[src/rtl/core/ofsl_pkg.sv]
// ----------------------------------------------------------------------------
// Object file section loader package
// Shared widths, header bytes, parser phase codes and the result word type.
// ----------------------------------------------------------------------------
package ofsl_pkg;

    localparam int BYTE_W  = 8;
    localparam int WORD_W  = 16;
    localparam int PHASE_W = 4;
    localparam int KIND_W  = 2;

    localparam logic [PHASE_W-1:0] PH_PAIR_FIRST  = 4'd0;
    localparam logic [PHASE_W-1:0] PH_PAIR_SECOND = 4'd1;
    localparam logic [PHASE_W-1:0] PH_ADDR_HI     = 4'd2;
    localparam logic [PHASE_W-1:0] PH_ADDR_LO     = 4'd3;
    localparam logic [PHASE_W-1:0] PH_COUNT_HI    = 4'd4;
    localparam logic [PHASE_W-1:0] PH_COUNT_LO    = 4'd5;
    localparam logic [PHASE_W-1:0] PH_WORD_HI     = 4'd6;
    localparam logic [PHASE_W-1:0] PH_WORD_LO     = 4'd7;
    localparam logic [PHASE_W-1:0] PH_SYMADDR_HI  = 4'd8;
    localparam logic [PHASE_W-1:0] PH_SYMADDR_LO  = 4'd9;
    localparam logic [PHASE_W-1:0] PH_SKIP        = 4'd10;

    localparam logic [KIND_W-1:0] KIND_CODE   = 2'd0;
    localparam logic [KIND_W-1:0] KIND_DATA   = 2'd1;
    localparam logic [KIND_W-1:0] KIND_SYMBOL = 2'd2;
    localparam logic [KIND_W-1:0] KIND_FILE   = 2'd3;

    localparam logic [BYTE_W-1:0] HDR_CODE_0 = 8'hCA;
    localparam logic [BYTE_W-1:0] HDR_CODE_1 = 8'hDE;
    localparam logic [BYTE_W-1:0] HDR_DATA_0 = 8'hDA;
    localparam logic [BYTE_W-1:0] HDR_DATA_1 = 8'hDA;
    localparam logic [BYTE_W-1:0] HDR_SYM_0  = 8'hC3;
    localparam logic [BYTE_W-1:0] HDR_SYM_1  = 8'hB7;
    localparam logic [BYTE_W-1:0] HDR_FILE_0 = 8'hF1;
    localparam logic [BYTE_W-1:0] HDR_FILE_1 = 8'h7E;
    localparam logic [BYTE_W-1:0] HDR_LINE_0 = 8'h71;
    localparam logic [BYTE_W-1:0] HDR_LINE_1 = 8'h5E;

    localparam logic [WORD_W-1:0] LINE_SKIP_BYTES = 16'd6;

    typedef struct packed {
        logic [WORD_W-1:0] address;
        logic [WORD_W-1:0] data;
    } ofsl_write_t;

endpackage

[src/rtl/core/ofsl_in_stage.sv]
// ----------------------------------------------------------------------------
// Input register
// Holds one stream byte request until the parser consumes it.
// ----------------------------------------------------------------------------
module ofsl_in_stage (
    input  logic                       aclk,
    input  logic                       aresetn,
    input  logic                       s_valid,
    output logic                       s_ready,
    input  logic [ofsl_pkg::BYTE_W-1:0] s_byte,
    input  logic                       advance,
    output logic                       byte_valid,
    output logic [ofsl_pkg::BYTE_W-1:0] byte_data
);

    logic                        valid_reg;
    logic                        valid_next;
    logic [ofsl_pkg::BYTE_W-1:0] byte_reg;

    assign s_ready    = !valid_reg || advance;
    assign valid_next = s_ready ? s_valid : valid_reg;

    always_ff @(posedge aclk) begin
        if (!aresetn) begin
            valid_reg <= 1'b0;
        end else begin
            valid_reg <= valid_next;
        end
    end

    always_ff @(posedge aclk) begin
        if (s_valid && s_ready) begin
            byte_reg <= s_byte;
        end
    end

    assign byte_valid = valid_reg;
    assign byte_data  = byte_reg;

endmodule

[src/rtl/core/ofsl_parser.sv]
// ----------------------------------------------------------------------------
// Section parser
// Phase machine that recognizes section headers, tracks the load address
// and count, and assembles big-endian words into memory writes.
// ----------------------------------------------------------------------------
module ofsl_parser (
    input  logic                        aclk,
    input  logic                        aresetn,
    input  logic                        advance,
    input  logic [ofsl_pkg::BYTE_W-1:0] byte_data,
    output logic                        write_valid,
    output ofsl_pkg::ofsl_write_t       write_req
);

    logic [ofsl_pkg::PHASE_W-1:0] phase_reg, phase_next;
    logic [ofsl_pkg::BYTE_W-1:0]  held_reg, held_next;
    logic [ofsl_pkg::KIND_W-1:0]  kind_reg, kind_next;
    logic [ofsl_pkg::WORD_W-1:0]  addr_reg, addr_next;
    logic [ofsl_pkg::WORD_W-1:0]  count_reg, count_next;
    logic [ofsl_pkg::WORD_W-1:0]  count_dec;

    assign count_dec = count_reg - ofsl_pkg::WORD_W'(1);

    always_comb begin
        phase_next  = phase_reg;
        held_next   = held_reg;
        kind_next   = kind_reg;
        addr_next   = addr_reg;
        count_next  = count_reg;
        write_valid = 1'b0;
        write_req.address = addr_reg;
        write_req.data    = {held_reg, byte_data};
        case (phase_reg)
            ofsl_pkg::PH_PAIR_SECOND: begin
                phase_next = ofsl_pkg::PH_PAIR_FIRST;
                if (held_reg == ofsl_pkg::HDR_CODE_0 && byte_data == ofsl_pkg::HDR_CODE_1) begin
                    kind_next  = ofsl_pkg::KIND_CODE;
                    phase_next = ofsl_pkg::PH_ADDR_HI;
                end else if (held_reg == ofsl_pkg::HDR_DATA_0
                             && byte_data == ofsl_pkg::HDR_DATA_1) begin
                    kind_next  = ofsl_pkg::KIND_DATA;
                    phase_next = ofsl_pkg::PH_ADDR_HI;
                end else if (held_reg == ofsl_pkg::HDR_SYM_0
                             && byte_data == ofsl_pkg::HDR_SYM_1) begin
                    kind_next  = ofsl_pkg::KIND_SYMBOL;
                    phase_next = ofsl_pkg::PH_SYMADDR_HI;
                end else if (held_reg == ofsl_pkg::HDR_FILE_0
                             && byte_data == ofsl_pkg::HDR_FILE_1) begin
                    kind_next  = ofsl_pkg::KIND_FILE;
                    phase_next = ofsl_pkg::PH_COUNT_HI;
                end else if (held_reg == ofsl_pkg::HDR_LINE_0
                             && byte_data == ofsl_pkg::HDR_LINE_1) begin
                    count_next = ofsl_pkg::LINE_SKIP_BYTES;
                    phase_next = ofsl_pkg::PH_SKIP;
                end
            end
            ofsl_pkg::PH_ADDR_HI: begin
                addr_next  = {byte_data, 8'h00};
                phase_next = ofsl_pkg::PH_ADDR_LO;
            end
            ofsl_pkg::PH_ADDR_LO: begin
                addr_next  = {addr_reg[15:8], byte_data};
                phase_next = ofsl_pkg::PH_COUNT_HI;
            end
            ofsl_pkg::PH_SYMADDR_HI: begin
                phase_next = ofsl_pkg::PH_SYMADDR_LO;
            end
            ofsl_pkg::PH_SYMADDR_LO: begin
                phase_next = ofsl_pkg::PH_COUNT_HI;
            end
            ofsl_pkg::PH_COUNT_HI: begin
                count_next = {byte_data, 8'h00};
                phase_next = ofsl_pkg::PH_COUNT_LO;
            end
            ofsl_pkg::PH_COUNT_LO: begin
                count_next = {count_reg[15:8], byte_data};
                if (count_next == '0) begin
                    phase_next = ofsl_pkg::PH_PAIR_FIRST;
                end else if (kind_reg == ofsl_pkg::KIND_CODE
                             || kind_reg == ofsl_pkg::KIND_DATA) begin
                    phase_next = ofsl_pkg::PH_WORD_HI;
                end else begin
                    phase_next = ofsl_pkg::PH_SKIP;
                end
            end
            ofsl_pkg::PH_WORD_HI: begin
                held_next  = byte_data;
                phase_next = ofsl_pkg::PH_WORD_LO;
            end
            ofsl_pkg::PH_WORD_LO: begin
                write_valid = 1'b1;
                addr_next   = addr_reg + ofsl_pkg::WORD_W'(1);
                count_next  = count_dec;
                phase_next  = (count_dec == '0) ? ofsl_pkg::PH_PAIR_FIRST
                                                : ofsl_pkg::PH_WORD_HI;
            end
            ofsl_pkg::PH_SKIP: begin
                count_next = count_dec;
                if (count_dec == '0) begin
                    phase_next = ofsl_pkg::PH_PAIR_FIRST;
                end
            end
            default: begin
                held_next  = byte_data;
                phase_next = ofsl_pkg::PH_PAIR_SECOND;
            end
        endcase
    end

    always_ff @(posedge aclk) begin
        if (!aresetn) begin
            phase_reg <= ofsl_pkg::PH_PAIR_FIRST;
            held_reg  <= '0;
            kind_reg  <= ofsl_pkg::KIND_CODE;
            addr_reg  <= '0;
            count_reg <= '0;
        end else if (advance) begin
            phase_reg <= phase_next;
            held_reg  <= held_next;
            kind_reg  <= kind_next;
            addr_reg  <= addr_next;
            count_reg <= count_next;
        end
    end

endmodule

[src/rtl/core/ofsl_out_stage.sv]
// ----------------------------------------------------------------------------
// Result register
// Holds one memory write request until the downstream side takes it.
// ----------------------------------------------------------------------------
module ofsl_out_stage (
    input  logic                        aclk,
    input  logic                        aresetn,
    input  logic                        byte_valid,
    input  logic                        write_valid,
    input  ofsl_pkg::ofsl_write_t       write_req,
    output logic                        advance,
    output logic                        m_valid,
    input  logic                        m_ready,
    output logic [ofsl_pkg::WORD_W-1:0] m_write_address,
    output logic [ofsl_pkg::WORD_W-1:0] m_write_data
);

    logic                  valid_reg;
    logic                  valid_next;
    ofsl_pkg::ofsl_write_t write_reg;

    assign advance    = byte_valid && (!valid_reg || m_ready);
    assign valid_next = advance ? write_valid : (valid_reg && !m_ready);

    always_ff @(posedge aclk) begin
        if (!aresetn) begin
            valid_reg <= 1'b0;
        end else begin
            valid_reg <= valid_next;
        end
    end

    always_ff @(posedge aclk) begin
        if (advance && write_valid) begin
            write_reg <= write_req;
        end
    end

    assign m_valid         = valid_reg;
    assign m_write_address = write_reg.address;
    assign m_write_data    = write_reg.data;

endmodule

[src/rtl/core/object_file_section_loader.sv]
// ----------------------------------------------------------------------------
// Object file section loader
// A memory write goes from the input register through the parser into the
// result register. Throughput: one stream byte per cycle, set by the single
// parser pass, while the result register is empty or m_ready is high.
// Reset: synchronous, active low; clears both valid flags and parser state.
// ----------------------------------------------------------------------------
module object_file_section_loader (
    input  logic                        aclk,
    input  logic                        aresetn,
    input  logic                        s_valid,
    output logic                        s_ready,
    input  logic [ofsl_pkg::BYTE_W-1:0] s_stream_byte,
    output logic                        m_valid,
    input  logic                        m_ready,
    output logic [ofsl_pkg::WORD_W-1:0] m_write_address,
    output logic [ofsl_pkg::WORD_W-1:0] m_write_data
);

    logic                        advance;
    logic                        byte_valid;
    logic [ofsl_pkg::BYTE_W-1:0] byte_data;
    logic                        write_valid;
    ofsl_pkg::ofsl_write_t       write_req;

    ofsl_in_stage u_in (
        .aclk       (aclk),
        .aresetn    (aresetn),
        .s_valid    (s_valid),
        .s_ready    (s_ready),
        .s_byte     (s_stream_byte),
        .advance    (advance),
        .byte_valid (byte_valid),
        .byte_data  (byte_data)
    );

    ofsl_parser u_parser (
        .aclk        (aclk),
        .aresetn     (aresetn),
        .advance     (advance),
        .byte_data   (byte_data),
        .write_valid (write_valid),
        .write_req   (write_req)
    );

    ofsl_out_stage u_out (
        .aclk            (aclk),
        .aresetn         (aresetn),
        .byte_valid      (byte_valid),
        .write_valid     (write_valid),
        .write_req       (write_req),
        .advance         (advance),
        .m_valid         (m_valid),
        .m_ready         (m_ready),
        .m_write_address (m_write_address),
        .m_write_data    (m_write_data)
    );

endmodule

[config.mk]
export PLATFORM = sky130hd
export DESIGN_NAME = object_file_section_loader
export DESIGN_NICKNAME = d
export VERILOG_FILES = /design/src/rtl/core/ofsl_pkg.sv /design/src/rtl/core/ofsl_in_stage.sv /design/src/rtl/core/ofsl_parser.sv /design/src/rtl/core/ofsl_out_stage.sv /design/src/rtl/core/object_file_section_loader.sv
export SDC_FILE = /design/constraint.sdc
export NUM_CORES = 1
export LEC_CHECK = 0
export CAP_MARGIN = 20
export CORE_ASPECT_RATIO = 0.9
export CORE_MARGIN = 10
export CORE_UTILIZATION = 50
export CTS_CLUSTER_DIAMETER = 30
export DETAILED_ROUTE_END_ITERATION = 10
export DONT_BUFFER_PORTS = 1
export GPL_ROUTABILITY_DRIVEN = 1
export HOLD_SLACK_MARGIN = 0.15
export SLEW_MARGIN = 20
export SYNTH_ARGS = -nofsm -noshare
export SYNTH_HDL_FRONTEND = slang
export SYNTH_SLANG_ARGS = --single-unit
[constraint.sdc]
create_clock -name aclk -period 4.2 [get_ports aclk]
set_input_delay 0.84 -clock aclk [delete_from_list [all_inputs] [get_ports aclk]]
set_output_delay 0.84 -clock aclk [all_outputs]
set_load 0.05 [all_outputs]
# After elaboration in Yosys (flattened, before gate mapping)
# Index checks and enable logic that the tools add are counted.
totals:
  elab_cells: 100
  ff_bits: 88
op_classes:
  bitwise: 3
  n_mux: 23
  addsub: 2
  n_eq_ne: 27
  n_reduce_logical: 33
ops:
  columns: ["cell", "n"]
  rows:
  - ["$mux 16", 5]
  - ["$pmux 16 s4", 1]
  - ["$eq 8x8->1 const B", 7]
  - ["$pmux 16 s3", 1]
  - ["$pmux 4 s9", 1]
  - ["$logic_not 16->1", 2]
  - ["$mux 4", 8]
  - ["$eq 8x7->1 const B", 3]
  - ["$add 16x1->16 const B", 1]
  - ["$eq 4x3->1 const B", 4]
  - ["$sub 16x1->16 const B", 1]
  - ["$eq 4x4->1 const B", 3]
  - ["$logic_and 1x1->1", 9]
  - ["$reduce_or 9->1", 1]
  - ["$eq 4x2->1 const B", 2]
  - ["$mux 2", 4]
  - ["$ne 2x2->1 const B", 4]
  - ["$reduce_and 8->1", 1]
  - ["$reduce_bool 4->1", 2]
  - ["$reduce_and 7->1", 1]
  - ["$reduce_and 2->1", 3]
  - ["$reduce_and 3->1", 2]
  - ["$reduce_bool 3->1", 2]
  - ["$eq 4x1->1 const B", 1]
  - ["other kinds (10)", 19]

# Depth between registers and ports, before layout
depth:
  depth_word: 8
  mapped_depth: 9
  ltp_nobuf: 8

# Modules after synthesis
# From an unflattened synthesis, not the netlist that was laid out.
unflattened:
  cells_unflattened: 478
  hier_area_um2: 4404.2
by_module_without_submodules:
  columns: ["mod", "area_each_um2", "instances", "cells_per_inst"]
  rows:
  - ["ofsl_parser", 3071.7, 1, 427]
  - ["ofsl_out_stage", 1034.7, 1, 38]
  - ["ofsl_in_stage", 297.8, 1, 13]

# Worst setup path before layout
# Ideal clock, no wire load.
synth_path:
  path_type: "register -> register"
  start: "register u_parser.phase_reg[0] (netlist bit)"
  end: "register u_out.write_reg, in the netlist u_out.m_write_address[0] (enable)"
  stages_incl_launch_ff: 6
  period_less_slack_ps: 3125
  setup_ps: 423
  arrival_time_ps: 2703
  setup_slack_ps: 1075
  required_time_ps: 3777
  cell_sequence: "dfxtp_1 -> clkbuf_1 -> nor2b_1 -> nand3_1 -> clkbuf_1 -> nor2_1"
synth_between:
  elab_chain_len: 3
synth_lines:
  columns: ["item", "line_no", "rtl"]
  rows:
  - ["from (decl)", "ofsl_parser.sv:15", "logic [ofsl_pkg::PHASE_W-1:0] phase_reg, phase_next;"]
  - ["from (signal assigned)", "ofsl_parser.sv:112", "phase_reg <= ofsl_pkg::PH_PAIR_FIRST;"]
  - ["from (signal assigned)", "ofsl_parser.sv:118", "phase_reg <= phase_next;"]
  - ["$eq 4x3->1", "ofsl_parser.sv:33", "case (phase_reg)"]
  - ["$mux 1", "ofsl_parser.sv:33", null]
  - ["$logic_and 1x1->1", "ofsl_out_stage.sv:34", "if (advance && write_valid) begin"]
  - ["to (signal assigned)", "ofsl_out_stage.sv:35", "write_reg <= write_req;"]
  - ["to (decl)", "ofsl_out_stage.sv:20", "ofsl_pkg::ofsl_write_t write_reg;"]
# Every way passes these cells.
# A chain may end at the register's enable or synchronous reset.

# Worst setup path in the final report
layout_path:
  start: "register u_parser.count_reg[0] (netlist bit)"
  end: "register u_parser.phase_reg[3] (netlist bit)"
layout_between:
  elab_chain_len: 4
layout_lines:
  columns: ["item", "line_no", "rtl"]
  rows:
  - ["from (decl)", "ofsl_parser.sv:19", "logic [ofsl_pkg::WORD_W-1:0] count_reg, count_next;"]
  - ["from (signal assigned)", "ofsl_parser.sv:122", "count_reg <= count_next;"]
  - ["$sub 16x1->16", "ofsl_parser.sv:22", "assign count_dec = count_reg - ofsl_pkg::WORD_W'(1);"]
  - ["$logic_not 16->1", "ofsl_parser.sv:99", "if (count_dec == '0) begin"]
  - ["$ne 2x1->1 (no source line)", null, null]
  - ["$reduce_and 2->1 (no source line)", null, null]
# Every way passes these cells.

==> out/results.tsv <==
metric	value	unit
powerDensity	355	mW/mm²
fin_area	0.00482	mm²
outcome	finished, final reports clean	
hold_viol	0	
wire_per_inst	20.0	µm
crit_family	simple AND/OR/NAND/NOR gates	
max_clock_freq	0.337	GHz
synth.net_count	503	
drc	0	
worst-setup-path-type	flip-flop to flip-flop	
cap_viol_max_count	0	
synthTopCellsByArea	edfxtp_1 (27%), dfxtp_1 (21%), nor2_1 (4.9%)	
synth_edf_count	40	
overflow	0	
initial_core_util	0.521	
fin_setup_tns	0	ns
ir_drop	0.241	mV
synth_top_area_cell	edfxtp_1	
numPortBuffers	0	
post_synth.cell_area_avg	9.28	µm²
root_buffer	clkbuf_8	
clock_sinks	87	
drive_above_1_share	0.0896	
cp.depth	8	
syn_inst	488	
worst_pin_slew	0.956	ns
die-area	0.0133	mm²
clkTransAtPathRegs	0.10	ns
reg2reg_depth	8	
syn-cell-area	0.00453	mm²
cts_buffers	9	
via_per_inst	6.24	
diodes	0	
routed_wl	12000	µm
mostFrequentLayoutCell	nor2_1	
dpl.hpwl	8140	µm
cp.arrival	3.18	ns
fin_nets	490	
synth_top_area_frac	0.265	
yosys.cell_types.count	72	
fin_crit_sh	0.706	
ios	46	
postCtsHoldBufs	0	
synth_ff_type	dfxtp_1	
grt_pass1_vias	3439	
slew_headroom	0.361	
core	0.00869	mm²
hp-class	flip-flop to flip-flop	
p_leak	1.59	nW
grt_max_degree	34	
h-tree-depth	3	
total_power	0.00171	W
ff_latch_area	0.00214	mm²
clockBufferDepth	2	
place.gp.congestion	0.919	
worstPathRequired	4.42	ns
fillers	789	
dr.first_iter.drc_count	409	
critical_path_buf_inv_count	1	
critPathMaxFanout	10	
post_cts_buffers	0	
finalNonFillerCells	599	
clk-insertion-delay-late	0.36	ns
setup-violations-final	0	
cts_tree	built	
critPathLaunchType	flip-flop	
multi_input_area	0.00219	mm²
die_y	110	µm
rrSetupSlack	1.23	ns
rsz0062_at_grt	false	
drt_pass1_iterations	5	
ctsResizeCount	0	
layout_common_cells	nor2_1 (58), nand2_1 (49), dfxtp_1 (47), edfxtp_1 (40), o21ai_0 (27)	
slew_viol_final	0	
ys_warn_count	0	
synth_seq_cells	87	
antenna_found_initial	0	
worst_path_largest_cell_delay	0.59	ns
whs_path_depth	0	
place_inst	583	
chipWidth	120	µm
fin_skew	0.00926	ns
async_reset_ff_frac	0	
cp_cell_sequence	inv_1 -> ha_1 -> nor3b_1 -> nand2_1 -> xnor2_1 -> or4_1 -> nor4_1 -> a2111oi_1	
cp_slowest_cell	or4_1	
postPlaceCellArea	0.00461	mm²
ant_nets	0	
vias	3740	
grt_usage	0.183	
period_minus_slack	2.97	ns
grt_pass1_wl	19100	µm
crit_path_end_kind	flip-flop	
ys_seq_area_frac	0.473	
fin_util	0.554	
num_rows	32	
area_growth_syn_to_layout	6.38	%
-- final timing paths --
path                                            start                        end
worst max-delay path            u_parser.count_reg[0]      u_parser.phase_reg[3]
worst min-delay path            u_parser.addr_reg[15]  u_out.m_write_address[15]
worst max register to register  u_parser.count_reg[0]      u_parser.phase_reg[3]
worst min register to register  u_parser.addr_reg[15]  u_out.m_write_address[15]
-- area by class of cell --
| class | instances | area share |
|---|---|---|
| Inverter | 9 | 0.00701 |
| Clock buffer | 9 | 0.0257 |
| Multi-Input combinational cell | 355 | 0.455 |
| Tap cell | 119 | 0.0309 |
| Clock inverter | 7 | 0.0164 |
| Sequential cell | 87 | 0.445 |
| Timing Repair Buffer | 13 | 0.0203 |
-- metrics by stage --
| step | hold slack (ns) | worst slack, ns |
|---|---|---|
| global route | 0.511 | 0.927 |
| CTS | 0.492 | 1.19 |
| global placement | 0.461 | 1.35 |
| floorplan | 0.406 | 1.07 |
| detailed placement | 0.461 | 1.22 |
| finish | 0.490 | 1.23 |
-- report_power, final --
part           switching, W  internal [W]  total, W
logic              0.000124     0.0000732  0.000198
clock network      0.000344      0.000234  0.000578
registers         0.0000305      0.000902  0.000933
-- logic make-up (layout without fill, tap and decap cells) --
| family | Yosys count | in the layout | share of synthesized area |
|---|---|---|---|
| muxes | 9 | 9 | 0.0202 |
| xor gates and xnor gates | 11 | 11 | 0.0213 |
| AOI/OAI and AO/OA | 131 | 131 | 0.202 |
| adders and majority gates | 3 | 3 | 0.00829 |
| DFF | 87 | 87 | 0.473 |
| buffers and inverters | 46 | 38 | 0.0445 |
| and+or+nand+nor | 201 | 201 | 0.231 |
-- synthesized netlist by cell type, drive strengths merged (4+ instances only) --
cell / instances
nor2: 60
nand2: 49
dfxtp: 47
edfxtp: 40
o21ai: 28
a21oi: 25
clkbuf: 24
nor3: 21
a22oi: 14
buf: 13
inv: 9
nand3: 9
a211oi: 8
mux2i: 8
nor4: 8
o31ai: 8
xor2: 7
nand2b: 6
or4: 6
a31oi: 5
nand4: 5
o21a: 5
a221oi: 4
a311oi: 4
and2: 4
nand4b: 4
nor2b: 4
o22ai: 4
o41ai: 4
xnor2: 4
-- layer usage --
layer | GRT usage | wire length (µm) | up-vias | part of all wire
met1 | 0.246 | 5400 | 1788 | 0.45
met5 | 0 | 0 | - | 0
met3 | 0.0574 | 950 | 15 | 0.079
met2 | 0.273 | 5450 | 128 | 0.45
met4 | 0.0663 | 187 | 0 | 0.016
li1 | - | - | 1809 | -
Note: power is estimated with default switching activity, not from simulation.
